===== src/rtl/core/isat_pkg.sv =====
`timescale 1ns / 1ps
// Package for the interface source address table.
// Holds shared constants and types; no dependencies.
package isat_pkg;
	localparam int TableEntriesDef = 16;
	localparam int EntryW = 1 + 64 + 64 + 8 + 8 + 1;

	localparam logic [1:0] CmdAdd    = 2'd0;
	localparam logic [1:0] CmdDelete = 2'd1;
	localparam logic [1:0] CmdQuery  = 2'd2;
	localparam logic [1:0] CmdSelect = 2'd3;

	localparam logic [1:0] StOk      = 2'd0;
	localparam logic [1:0] StMiss    = 2'd1;
	localparam logic [1:0] StFull    = 2'd2;

	localparam logic [7:0] ScopeGlobal = 8'd0;
	localparam logic [7:0] ScopeLink   = 8'd253;
	localparam logic [7:0] ScopeHost   = 8'd254;

	typedef struct packed {
		logic        v6;
		logic [63:0] hi;
		logic [63:0] lo;
		logic [7:0]  prefix;
		logic [7:0]  scope;
		logic        primary;
	} entry_t;

	typedef enum logic [7:0] {
		S_IDLE  = 8'b0000_0001,
		S_FIND  = 8'b0000_0010,
		S_FWAIT = 8'b0000_0100,
		S_ACT   = 8'b0000_1000,
		S_SHIFT = 8'b0001_0000,
		S_SWAIT = 8'b0010_0000,
		S_SEL   = 8'b0100_0000,
		S_OUT   = 8'b1000_0000
	} state_t;

	function automatic logic [127:0] prefix_mask(input logic v6, input logic [7:0] p);
		logic [127:0] m;
		m = '0;
		for (int b = 0; b < 128; b++) begin
			if (v6) m[127 - b] = (b < int'(p));
			else if (b < 32) m[31 - b] = (b < int'(p));
		end
		return m;
	endfunction
endpackage


===== src/rtl/core/isat_ram.sv =====
`timescale 1ns / 1ps
// Generic single-port-write, single-read RAM with registered read data.
// No dependencies.
module isat_ram #(
	parameter int Width = 8,
	parameter int Depth = 16
) (
	input  logic                                        clk,
	input  logic                                        we,
	input  logic [((Depth > 1) ? $clog2(Depth) : 1)-1:0] waddr,
	input  logic [Width-1:0]                            wdata,
	input  logic [((Depth > 1) ? $clog2(Depth) : 1)-1:0] raddr,
	output logic [Width-1:0]                            rdata
);
	logic [Width-1:0] mem [Depth];

	always_ff @(posedge clk) begin
		if (we) mem[waddr] <= wdata;
		rdata <= mem[raddr];
	end
endmodule


===== src/rtl/core/interface_source_address_table_unit.sv =====
`timescale 1ns / 1ps
// Top level of the interface source address table.
// Depends on isat_pkg and isat_ram.
//
// One command is in work at a time; s_tready is low until its result is taken.
// Every command scans the table from the start, reading each entry in S_FIND
// and checking it in S_FWAIT, since each read goes through the registered read
// port of the entry memory. A delete then moves each later entry down one place,
// reading it in S_SHIFT and writing it in S_SWAIT. No clearing pass is needed.
module interface_source_address_table_unit #(
	parameter int TableEntries = isat_pkg::TableEntriesDef
) (
	input  logic         clk,
	input  logic         arst_n,
	input  logic         s_tvalid,
	output logic         s_tready,
	// tuser: command[1:0], is_ipv6[2]
	input  logic [2:0]   s_tuser,
	// tdata: addr_hi[63:0], addr_lo[127:64], subnet_len[135:128],
	// addr_scope[143:136], is_primary[144], zero fill
	input  logic [151:0] s_tdata,
	output logic         m_tvalid,
	input  logic         m_tready,
	// tdata: status[1:0], src_hi[65:2], src_lo[129:66], zero fill
	output logic [135:0] m_tdata
);
	localparam int IdxW = (TableEntries > 1) ? $clog2(TableEntries) : 1;
	localparam int CntW = $clog2(TableEntries + 1);

	isat_pkg::state_t state_q;
	logic [CntW-1:0] count_q, i_q, k_q;
	logic found_q, bv_q, fv_q;
	logic [1:0] cmd_q;
	isat_pkg::entry_t in_q, best_e_q, fb_e_q, rd;
	logic [7:0] dscope_q;
	logic [1:0] status_q;
	logic [63:0] shi_q, slo_q;

	logic we;
	logic [IdxW-1:0] waddr, raddr;
	isat_pkg::entry_t wdata;
	logic [isat_pkg::EntryW-1:0] rdata;

	isat_ram #(.Width(isat_pkg::EntryW), .Depth(TableEntries)) u_ram (
		.clk(clk), .we(we), .waddr(waddr), .wdata(wdata),
		.raddr(raddr), .rdata(rdata)
	);
	assign rd = isat_pkg::entry_t'(rdata);

	assign s_tready = state_q == isat_pkg::S_IDLE;
	assign m_tvalid = state_q == isat_pkg::S_OUT;
	assign m_tdata = {6'd0, slo_q, shi_q, status_q};

	logic eq, match, skip, host, better_b, better_f;
	logic [127:0] mask;
	always_comb begin
		eq = rd.v6 == in_q.v6 && rd.hi == in_q.hi && rd.lo == in_q.lo;
		mask = isat_pkg::prefix_mask(rd.v6, rd.prefix);
		match = (((({rd.hi, rd.lo}) ^ ({in_q.hi, in_q.lo})) & mask) == '0)
			&& !(rd.v6 && rd.prefix > 8'd128);
		skip = rd.v6 != in_q.v6 ||
			(!in_q.v6 && (rd.lo == 64'd0 || rd.prefix > 8'd32));
		host = rd.prefix == (in_q.v6 ? 8'd128 : 8'd32);
		if (!bv_q) better_b = 1'b1;
		else if (rd.primary != best_e_q.primary) better_b = rd.primary;
		else if ((rd.scope == dscope_q) != (best_e_q.scope == dscope_q))
			better_b = rd.scope == dscope_q;
		else better_b = rd.prefix > best_e_q.prefix;
		if (!fv_q) better_f = 1'b1;
		else if (rd.primary != fb_e_q.primary) better_f = rd.primary;
		else if ((rd.scope == dscope_q) != (fb_e_q.scope == dscope_q))
			better_f = rd.scope == dscope_q;
		else better_f = rd.prefix > fb_e_q.prefix;
	end

	always_comb begin
		we = 1'b0;
		waddr = i_q[IdxW-1:0];
		wdata = rd;
		raddr = i_q[IdxW-1:0];
		unique case (state_q)
			isat_pkg::S_ACT: begin
				if (cmd_q == isat_pkg::CmdAdd && (found_q || count_q < CntW'(TableEntries))) begin
					we = 1'b1;
					waddr = found_q ? k_q[IdxW-1:0] : count_q[IdxW-1:0];
					wdata = in_q;
				end
			end
			isat_pkg::S_SWAIT: begin
				we = 1'b1;
				waddr = IdxW'(i_q - 1'b1);
			end
			default: ;
		endcase
	end

	logic [63:0] in_hi, in_lo;
	logic [7:0] ds;
	assign in_hi = s_tuser[2] ? s_tdata[63:0] : 64'd0;
	assign in_lo = s_tuser[2] ? s_tdata[127:64] : {32'd0, s_tdata[95:64]};
	always_comb begin
		if (!s_tuser[2]) begin
			if (in_lo[31:24] == 8'd127) ds = isat_pkg::ScopeHost;
			else if (in_lo[31:24] == 8'd169 && in_lo[23:16] == 8'd254) ds = isat_pkg::ScopeLink;
			else ds = isat_pkg::ScopeGlobal;
		end else if (in_hi[63:56] == 8'hfe && (in_hi[55:48] & 8'hc0) == 8'h80) ds = isat_pkg::ScopeLink;
		else if (in_hi == 64'd0 && in_lo == 64'd1) ds = isat_pkg::ScopeHost;
		else ds = isat_pkg::ScopeGlobal;
	end

	always_ff @(posedge clk or negedge arst_n) begin
		if (!arst_n) begin
			state_q <= isat_pkg::S_IDLE;
			count_q <= '0;
			i_q <= '0;
		end else begin
			unique case (state_q)
				isat_pkg::S_IDLE: if (s_tvalid) begin
					i_q <= '0;
					state_q <= isat_pkg::S_FIND;
				end
				isat_pkg::S_FIND: begin
					if (i_q >= count_q || (cmd_q != isat_pkg::CmdSelect && found_q))
						state_q <= isat_pkg::S_ACT;
					else state_q <= isat_pkg::S_FWAIT;
				end
				isat_pkg::S_FWAIT: begin
					i_q <= i_q + 1'b1;
					state_q <= (cmd_q == isat_pkg::CmdSelect && !skip && match
						&& better_b && host) ? isat_pkg::S_ACT : isat_pkg::S_FIND;
					if (cmd_q != isat_pkg::CmdSelect && eq) state_q <= isat_pkg::S_ACT;
				end
				isat_pkg::S_ACT: begin
					state_q <= isat_pkg::S_OUT;
					if (cmd_q == isat_pkg::CmdAdd && !found_q && count_q < CntW'(TableEntries))
						count_q <= count_q + 1'b1;
					if (cmd_q == isat_pkg::CmdDelete && found_q) begin
						i_q <= k_q + 1'b1;
						state_q <= isat_pkg::S_SHIFT;
					end
				end
				isat_pkg::S_SHIFT: begin
					if (i_q >= count_q) begin
						count_q <= count_q - 1'b1;
						state_q <= isat_pkg::S_OUT;
					end else state_q <= isat_pkg::S_SWAIT;
				end
				isat_pkg::S_SWAIT: begin
					i_q <= i_q + 1'b1;
					state_q <= isat_pkg::S_SHIFT;
				end
				isat_pkg::S_OUT: if (m_tready) state_q <= isat_pkg::S_IDLE;
				default: state_q <= isat_pkg::S_IDLE;
			endcase
		end
	end

	always_ff @(posedge clk or negedge arst_n) begin
		if (!arst_n) begin
			found_q <= 1'b0;
			bv_q <= 1'b0;
			fv_q <= 1'b0;
		end else if (state_q == isat_pkg::S_IDLE) begin
			found_q <= 1'b0;
			bv_q <= 1'b0;
			fv_q <= 1'b0;
		end else if (state_q == isat_pkg::S_FWAIT) begin
			if (eq && !found_q) found_q <= 1'b1;
			if (cmd_q == isat_pkg::CmdSelect && !skip) begin
				if (match && better_b) bv_q <= 1'b1;
				else if (!match && better_f) fv_q <= 1'b1;
			end
		end
	end

	always_ff @(posedge clk) begin
		unique case (state_q)
			isat_pkg::S_IDLE: begin
				cmd_q <= s_tuser[1:0];
				in_q <= '{v6: s_tuser[2], hi: in_hi, lo: in_lo, prefix: s_tdata[135:128],
					scope: s_tdata[143:136], primary: s_tdata[144]};
				dscope_q <= ds;
			end
			isat_pkg::S_FWAIT: begin
				if (eq && !found_q) k_q <= i_q;
				if (cmd_q == isat_pkg::CmdSelect && !skip) begin
					if (match && better_b) best_e_q <= rd;
					else if (!match && better_f) fb_e_q <= rd;
				end
			end
			isat_pkg::S_ACT: begin
				shi_q <= '0;
				slo_q <= '0;
				unique case (cmd_q)
					isat_pkg::CmdAdd:
						status_q <= (!found_q && count_q >= CntW'(TableEntries)) ?
							isat_pkg::StFull : isat_pkg::StOk;
					isat_pkg::CmdDelete, isat_pkg::CmdQuery:
						status_q <= found_q ? isat_pkg::StOk : isat_pkg::StMiss;
					isat_pkg::CmdSelect: begin
						status_q <= (bv_q || fv_q) ? isat_pkg::StOk : isat_pkg::StMiss;
						if (bv_q) begin
							shi_q <= best_e_q.hi;
							slo_q <= best_e_q.lo;
						end else if (fv_q) begin
							shi_q <= fb_e_q.hi;
							slo_q <= fb_e_q.lo;
						end
					end
					default: ;
				endcase
			end
			default: ;
		endcase
	end
endmodule

===== config.mk =====
export PLATFORM = sky130hd
export DESIGN_NAME = interface_source_address_table_unit
export DESIGN_NICKNAME = d
export VERILOG_FILES = /design/src/rtl/core/isat_pkg.sv /design/src/rtl/core/isat_ram.sv /design/src/rtl/core/interface_source_address_table_unit.sv
export SDC_FILE = /design/constraint.sdc
export NUM_CORES = 2
export LEC_CHECK = 0
export BUFFER_PORTS_ARGS = -buffer_cell sky130_fd_sc_hd__buf_4
export CELL_PAD_IN_SITES_DETAIL_PLACEMENT = 0
export CELL_PAD_IN_SITES_GLOBAL_PLACEMENT = 1
export CORE_ASPECT_RATIO = 0.8
export CORE_MARGIN = 3
export CORE_UTILIZATION = 55
export DETAILED_ROUTE_END_ITERATION = 10
export PLACE_DENSITY = 0.84
export SKIP_CTS_REPAIR_TIMING = 1
export SYNTH_ARGS = -nofsm -noshare
export SYNTH_HDL_FRONTEND = slang
export SYNTH_SLANG_ARGS = --single-unit

===== constraint.sdc =====
create_clock -name clk -period 18.2 [get_ports clk]
set_input_delay 1.82 -clock clk [delete_from_list [all_inputs] [get_ports clk]]
set_output_delay 1.82 -clock clk [all_outputs]
set_load 0.01 [all_outputs]

* Word level (Yosys, flattened, before mapping)
Memories as Yosys holds them, arrays and structs flattened. A register that Yosys moved wholly into a read port is not among the register bits.
Cells that the tools add are included.
** Operators by class
- Reductions and logical operators :: 54
- Order comparisons :: 135
- Bitwise gates (word level) :: 3
- Equality and inequality tests :: 35
- Multiplexer cells :: 185
- $add $sub $neg :: 5
** Operator list (count)
- 7-bit by 8-bit < comparator with 1-bit output (first input constant) :: 64
- 64-bit two-way mux :: 6
- 146-bit two-way mux :: 2
- 6-bit by 8-bit < comparator with 1-bit output (first input constant) :: 32
- 1-bit two-way mux :: 151
- 128-bit AND :: 1
- 64-bit equality test :: 2
- 128-bit logical NOT :: 1
- 64-bit logical NOT :: 2
- 5-bit by 8-bit < comparator with 1-bit output (first input constant) :: 16
- 128-bit XOR :: 1
- 8-bit two-way mux :: 10
- 64-bit by 1-bit equality test with 1-bit output (second input constant) :: 1
- 4-bit by 8-bit < comparator with 1-bit output (first input constant) :: 8
- 8-bit case mux with 7 select lines :: 1
- 8-bit equality test :: 4
- 8-bit equality test (second input constant) :: 4
- 3-bit by 8-bit < comparator with 1-bit output (first input constant) :: 4
- 1-bit logical AND :: 22
- 4-bit two-way mux :: 5
- 5-bit two-way mux :: 4
- 8-bit > comparator :: 2
- 1-bit by 8-bit < comparator with 1-bit output (first input constant) :: 2
- 2-bit by 8-bit < comparator with 1-bit output (first input constant) :: 2
- other kinds (37) :: 70
** Storage, ports and cells
- Logic and storage cells :: 446
- Bits in writable memories :: 2336
- Input port bits :: 159
- Register bits after elaboration :: 602
- Output and inout bits :: 138
- Memories kept :: 1
** Memories
- u_ram.mem :: words 16, width 146, read ports 1, clocked after memory_dff 1, write ports 1, line isat_ram.sv:15 : logic [Width-1:0] mem [Depth];

* Longest topological paths before layout
- Word-level depth :: 12
- Depth in mapped cells :: 15
- Mapped depth without buffers :: 11

* By module
A second synthesis with hierarchy kept.
** Unflattened totals
- Cell total of the unflattened synthesis :: 5837
- Area, all modules :: 118533.7 µm²
** Modules (own cells, without submodules)
- isat_ram :: instances 1, seq. area each 73070.1 µm², cells an instance 3833, area each 90847.1 µm²
- interface_source_address_table_unit :: instances 1, seq. area each 17798.3 µm², cells an instance 2004, area each 27686.6 µm²

* Worst setup path after synthesis
OpenSTA, ideal clock, no wires.
- Path type :: register to register
- Start :: reg state_q[1]
- End :: mem u_ram.mem[12][0] (netlist name) (enable)
- Data arrival time :: 10719 ps
- Period minus slack after synthesis :: 11373 ps
- Stages on the path, launching flop included :: 7
- Data required time :: 17547 ps
- Setup slack :: 6827 ps
- Library setup time :: 653 ps
- Buffers on the path :: 0
- Cells stage by stage :: dfrtp_1 -> nor4_1 -> nand3_1 -> inv_1 -> a221oi_1 -> or2_2 -> nor2_1
** On the way
- Cells in the longest elaborated chain, start to end :: 4
- Elaborated cells between the ends (all ways) :: 6
- Classes of those cells :: 2 x eq/ne; 4 x mux
** RTL lines
- start, declared :: line interface_source_address_table_unit.sv:30 : isat_pkg::state_t state_q;
- start signal, assigned :: line interface_source_address_table_unit.sv:113 : state_q <= isat_pkg::S_IDLE;
- start signal, assigned :: line interface_source_address_table_unit.sv:120 : state_q <= isat_pkg::S_FIND;
- start signal, assigned :: line interface_source_address_table_unit.sv:124 : state_q <= isat_pkg::S_ACT;
- 8-bit by 6-bit equality test with 1-bit output / 8-bit by 4-bit equality test with 1-bit output (equally long branches) :: line interface_source_address_table_unit.sv:81 : unique case (state_q)
- 1-bit case mux with 2 select lines :: line interface_source_address_table_unit.sv:81
- 1-bit two-way mux :: line isat_ram.sv:18 : if (we) mem[waddr] <= wdata;
- 1-bit two-way mux (implied by the code) :: line isat_ram.sv:18
- end, declared :: line isat_ram.sv:15
Several ways; a longest one is shown, not always the timed one.

* Worst setup path in the final report
- Start :: reg state_q[1]
- End :: mem u_ram.mem[15][70] (netlist name) (enable)
The elaborated chain is that of the path after synthesis.

==> impl_summary.txt <==
----------------------------------------------------
[Clock tree]
  Clock latency on the worst-skew pair ... approximately 0.94 ns
  Number of levels the H-tree was split into ... 5
  CTS Buf Count ... ~300
  Sink Count ... 3,078
  Deepest clock path buffer count ... 4
  TritonCTS clock tree ... yes
  CTS Root Buffer Type ... sky130_fd_sc_hd__clkbuf_16
  Clock slew at the register clock pins of the worst setup and hold paths ... 0.06 ns

[Timing]
  Worst Clk Skew ... ~0.079 ns
  Transition time of the tightest slew-check pin ... between 1 and 1.5 ns
  Normalized max-slew margin ... between 10% and 20%
  Setup violations, final ... 0
  RSZ-0062 raised after global routing ... no
  Highest clock rate ... roughly 150 MHz
  Hold Worst Slack ... ~0.5 ns
  Post-layout worst setup margin ... 11.69 ns
  Final sum of negative setup slack ... 0 ns
  Max-slew violations ... 0
  Number of endpoints with negative hold slack in the final report ... 0
  Share of the clock period used by the worst path after layout ... roughly 36%
  Shortest period the worst path allows ... around 6.5 ns

[Placed design]
  Detailed placer's ending HPWL ... approximately 170 mm
  Placed inst area ... about 120,000 um^2
  Port Buf Inserts ... between 200 and 300
  Pre-CTS setup slack ... 11.60 ns
  Final RePlAce weighted congestion ... 0.921
  Number of placed instances, taps included ... about 8.5k

[Outcome]
  Run status ... complete, no violations

[Final layout]
  Final-layout fill cell count ... around 14k
  Growth of design area from synthesis to finish ... 13.0%
  Sequential Area ... between 90,000 and 100,000 um^2
  Fin area ... between 100,000 and 150,000 um^2
  Ratio of cells with drive above 1 in the final layout ... 27.5%
  Highest-count cells in the layout ignoring fill and taps ... sky130_fd_sc_hd__edfxtp_1, sky130_fd_sc_hd__mux4_2, sky130_fd_sc_hd__buf_4
  Most common library cell in the layout ignoring fill and taps ... sky130_fd_sc_hd__edfxtp_1
  Multi-input combinational cell area ... 25,900 um^2
  Share of the core filled with cells in the final layout ... between 60% and 70%
  Non-Filler Instances ... about 9.0k
  Final #Nets ... between 6k and 7k

[Floorplan]
  Total Die Area ... 220,000 um^2
  Site Rows ... 151
  Placeable core region ... ~210,000 um^2
  Die Y ... approximately 420 um
  X dimension of the die ... roughly 520 um
  Ports placed on the boundary ... about 300
  Effective utilization at floorplan ... between 50 and 60%

[Yosys]
  Proportion of synthesized flip-flops having asynchronous set or reset ... less than 1%
  Average instance area after synthesis ... around 21 um^2
  Combined area of all synthesized cells ... approximately 120,000 um^2
  Main flop type after synthesis ... sky130_fd_sc_hd__edfxtp_1
  Synth cell types ... 86
  Post-synth EDFFs ... 2,912
  Number of register bits inferred by synthesis ... about 3.1k
  Gate Count Post-Synth ... roughly 5.5k
  Yosys warns ... 0
  Share of synthesized area occupied by flip-flops and latches ... 77.1%
  Leading area contributor after synthesis ... sky130_fd_sc_hd__edfxtp_1
  Yosys top cell area share ... 74.2%
  Most area-consuming cells after synthesis ... sky130_fd_sc_hd__edfxtp_1, sky130_fd_sc_hd__mux4_2, sky130_fd_sc_hd__dfxtp_1, sky130_fd_sc_hd__mux2_2, sky130_fd_sc_hd__a22oi_1

[Critical path]
  Arrival time at the worst endpoint ... 7.03 ns
  Launch instance of the worst register-to-register path ... state_q[1]
  Critical path launch point ... state_q[1]
  Required time of the worst setup path ... roughly 19 ns
  Critical path capture point type ... register
  Critical Path Source Type ... register
  Crit path kind ... reg -> reg
  Max FO, Critical Path ... 82

[Power]
  Power Dens Cells ... roughly 130 nW/um^2
  Largest voltage drop on the vdd net ... roughly 0.19 mV
  Design Power ... ~18 mW
  Leakage ... 41.1 nW

[Detailed routing]
  Overall via count from detail_route ... between 60k and 70k
  Detail-routed net length per standard cell ... roughly 34 um
  Drt first pass iters ... 6
  Remaining routing DRC violations ... 0
  Count of antenna-violating nets left after detailed routing ... 0
  Wire length after detailed routing ... just over 300 mm
  Vias per inst ... around 6.7
  Violation count after the first detailed-routing iteration ... about 9.4k

[Global route]
  Antenna violations before repair ... 11
  First-pass GRT wire length ... between 400 and 500 mm
  Global-route usage over all layers ... between 20% and 30%
  Pin count of the biggest net entering global routing ... 160
  Total congestion overflow ... 0
  Vias in the first global route ... between 60k and 70k

[Hold path]
  Hold path startpoint ... u_ram.rdata[91]
  Worst hold-check path type ... reg -> reg

[Flow run]
  Max Cap Viol ... 0

----------------------------------------------------
-- sequential cells by signal, indices dropped and copies added (netlist names) --
register and count:
best_e_q 145, u_ram.rdata 146, shi_q 64, bv_q 1
count_q 5, in_q 146, dscope_q 3, slo_q 64
found_q 1, state_q 7, i_q 5, fv_q 1
fb_e_q 145, status_q 2, u_ram.mem 2336, k_q 5
cmd_q 2
-- critical path: stages, from the launching register on --
cell and delay, ns:
sky130_fd_sc_hd__dfrtp_1 0.40, sky130_fd_sc_hd__nor4_1 0.34, sky130_fd_sc_hd__nand3_1 0.50, sky130_fd_sc_hd__inv_6 0.78, sky130_fd_sc_hd__nand2_4 0.61, sky130_fd_sc_hd__o22ai_1 0.38
sky130_fd_sc_hd__a21o_1 0.14, sky130_fd_sc_hd__nand2_1 0.23, sky130_fd_sc_hd__nor2_4 0.91, sky130_fd_sc_hd__buf_4 0.90, sky130_fd_sc_hd__buf_4 0.84
-- final timing paths --
check                      slack, ns           endpoint  depth (start not counted)
min reg2reg                     0.50       best_e_q[91]                          0
max in group asynchronous      17.12         state_q[0]                          1
min in group asynchronous       0.80         count_q[0]                          1
min                             0.50       best_e_q[91]                          0
max reg2reg                    11.69  u_ram.mem[15][70]                         10
max                            11.69  u_ram.mem[15][70]                         10
-- final cells by class --
class | instances | share of cell area, %
Clock buffer | 403 | 6.23
Timing Repair Buffer | 391 | 2.29
Inverter | 40 | 0.126
Multi-Input combinational cell | 2154 | 19.5
Sequential cell | 3078 | 68.2
Clock inverter | 118 | 0.991
Antenna cell | 9 | 0.0169
Tap cell | 2830 | 2.66
-- where the power goes --
group          total (mW)  leakage (nW)  internal [mW]  switching (mW)
combinational        2.70          8.75          0.887            1.81
clock                6.16          4.70           3.61            2.56
sequential           9.11          27.7           8.61           0.499
total                18.0          41.1           13.1            4.87
-- synth_stat cells, drive strengths merged, types with 8 or more instances --
master	instances
edfxtp	2912
mux4	697
nor2	213
clkbuf	193
dfxtp	146
mux2	146
a22oi	136
and2	123
nand2	99
buf	88
a21oi	85
xor2	81
o21ai	68
nor4	66
xnor2	62
a211oi	47
nand4	42
inv	40
ha	30
mux2i	26
nand3	23
a31oi	21
nor2b	21
dfrtp	19
nor3	16
o22ai	14
a21o	12
nand2b	8
or3	8
-- metal layers --
layer	up-vias	GRT usage, %	wire length (um)
li1	23800	-	-
met1	31400	39.8	114000
met2	4441	43.1	145000
met3	658	6.97	37700
met4	2	11.9	14000
met5	-	0	13
-- kinds of logic after synthesis --
family	Yosys count	share of synthesized area, %
compound gates	443	2.56
xor+xnor	143	1.06
fa+ha+maj	32	0.344
buf+inv	321	1.07
flops	3078	77.1
mux	869	14.9
other cells	1	0.00318
simple gates	661	2.92
No activity file was read; power rests on OpenSTA's default activity.
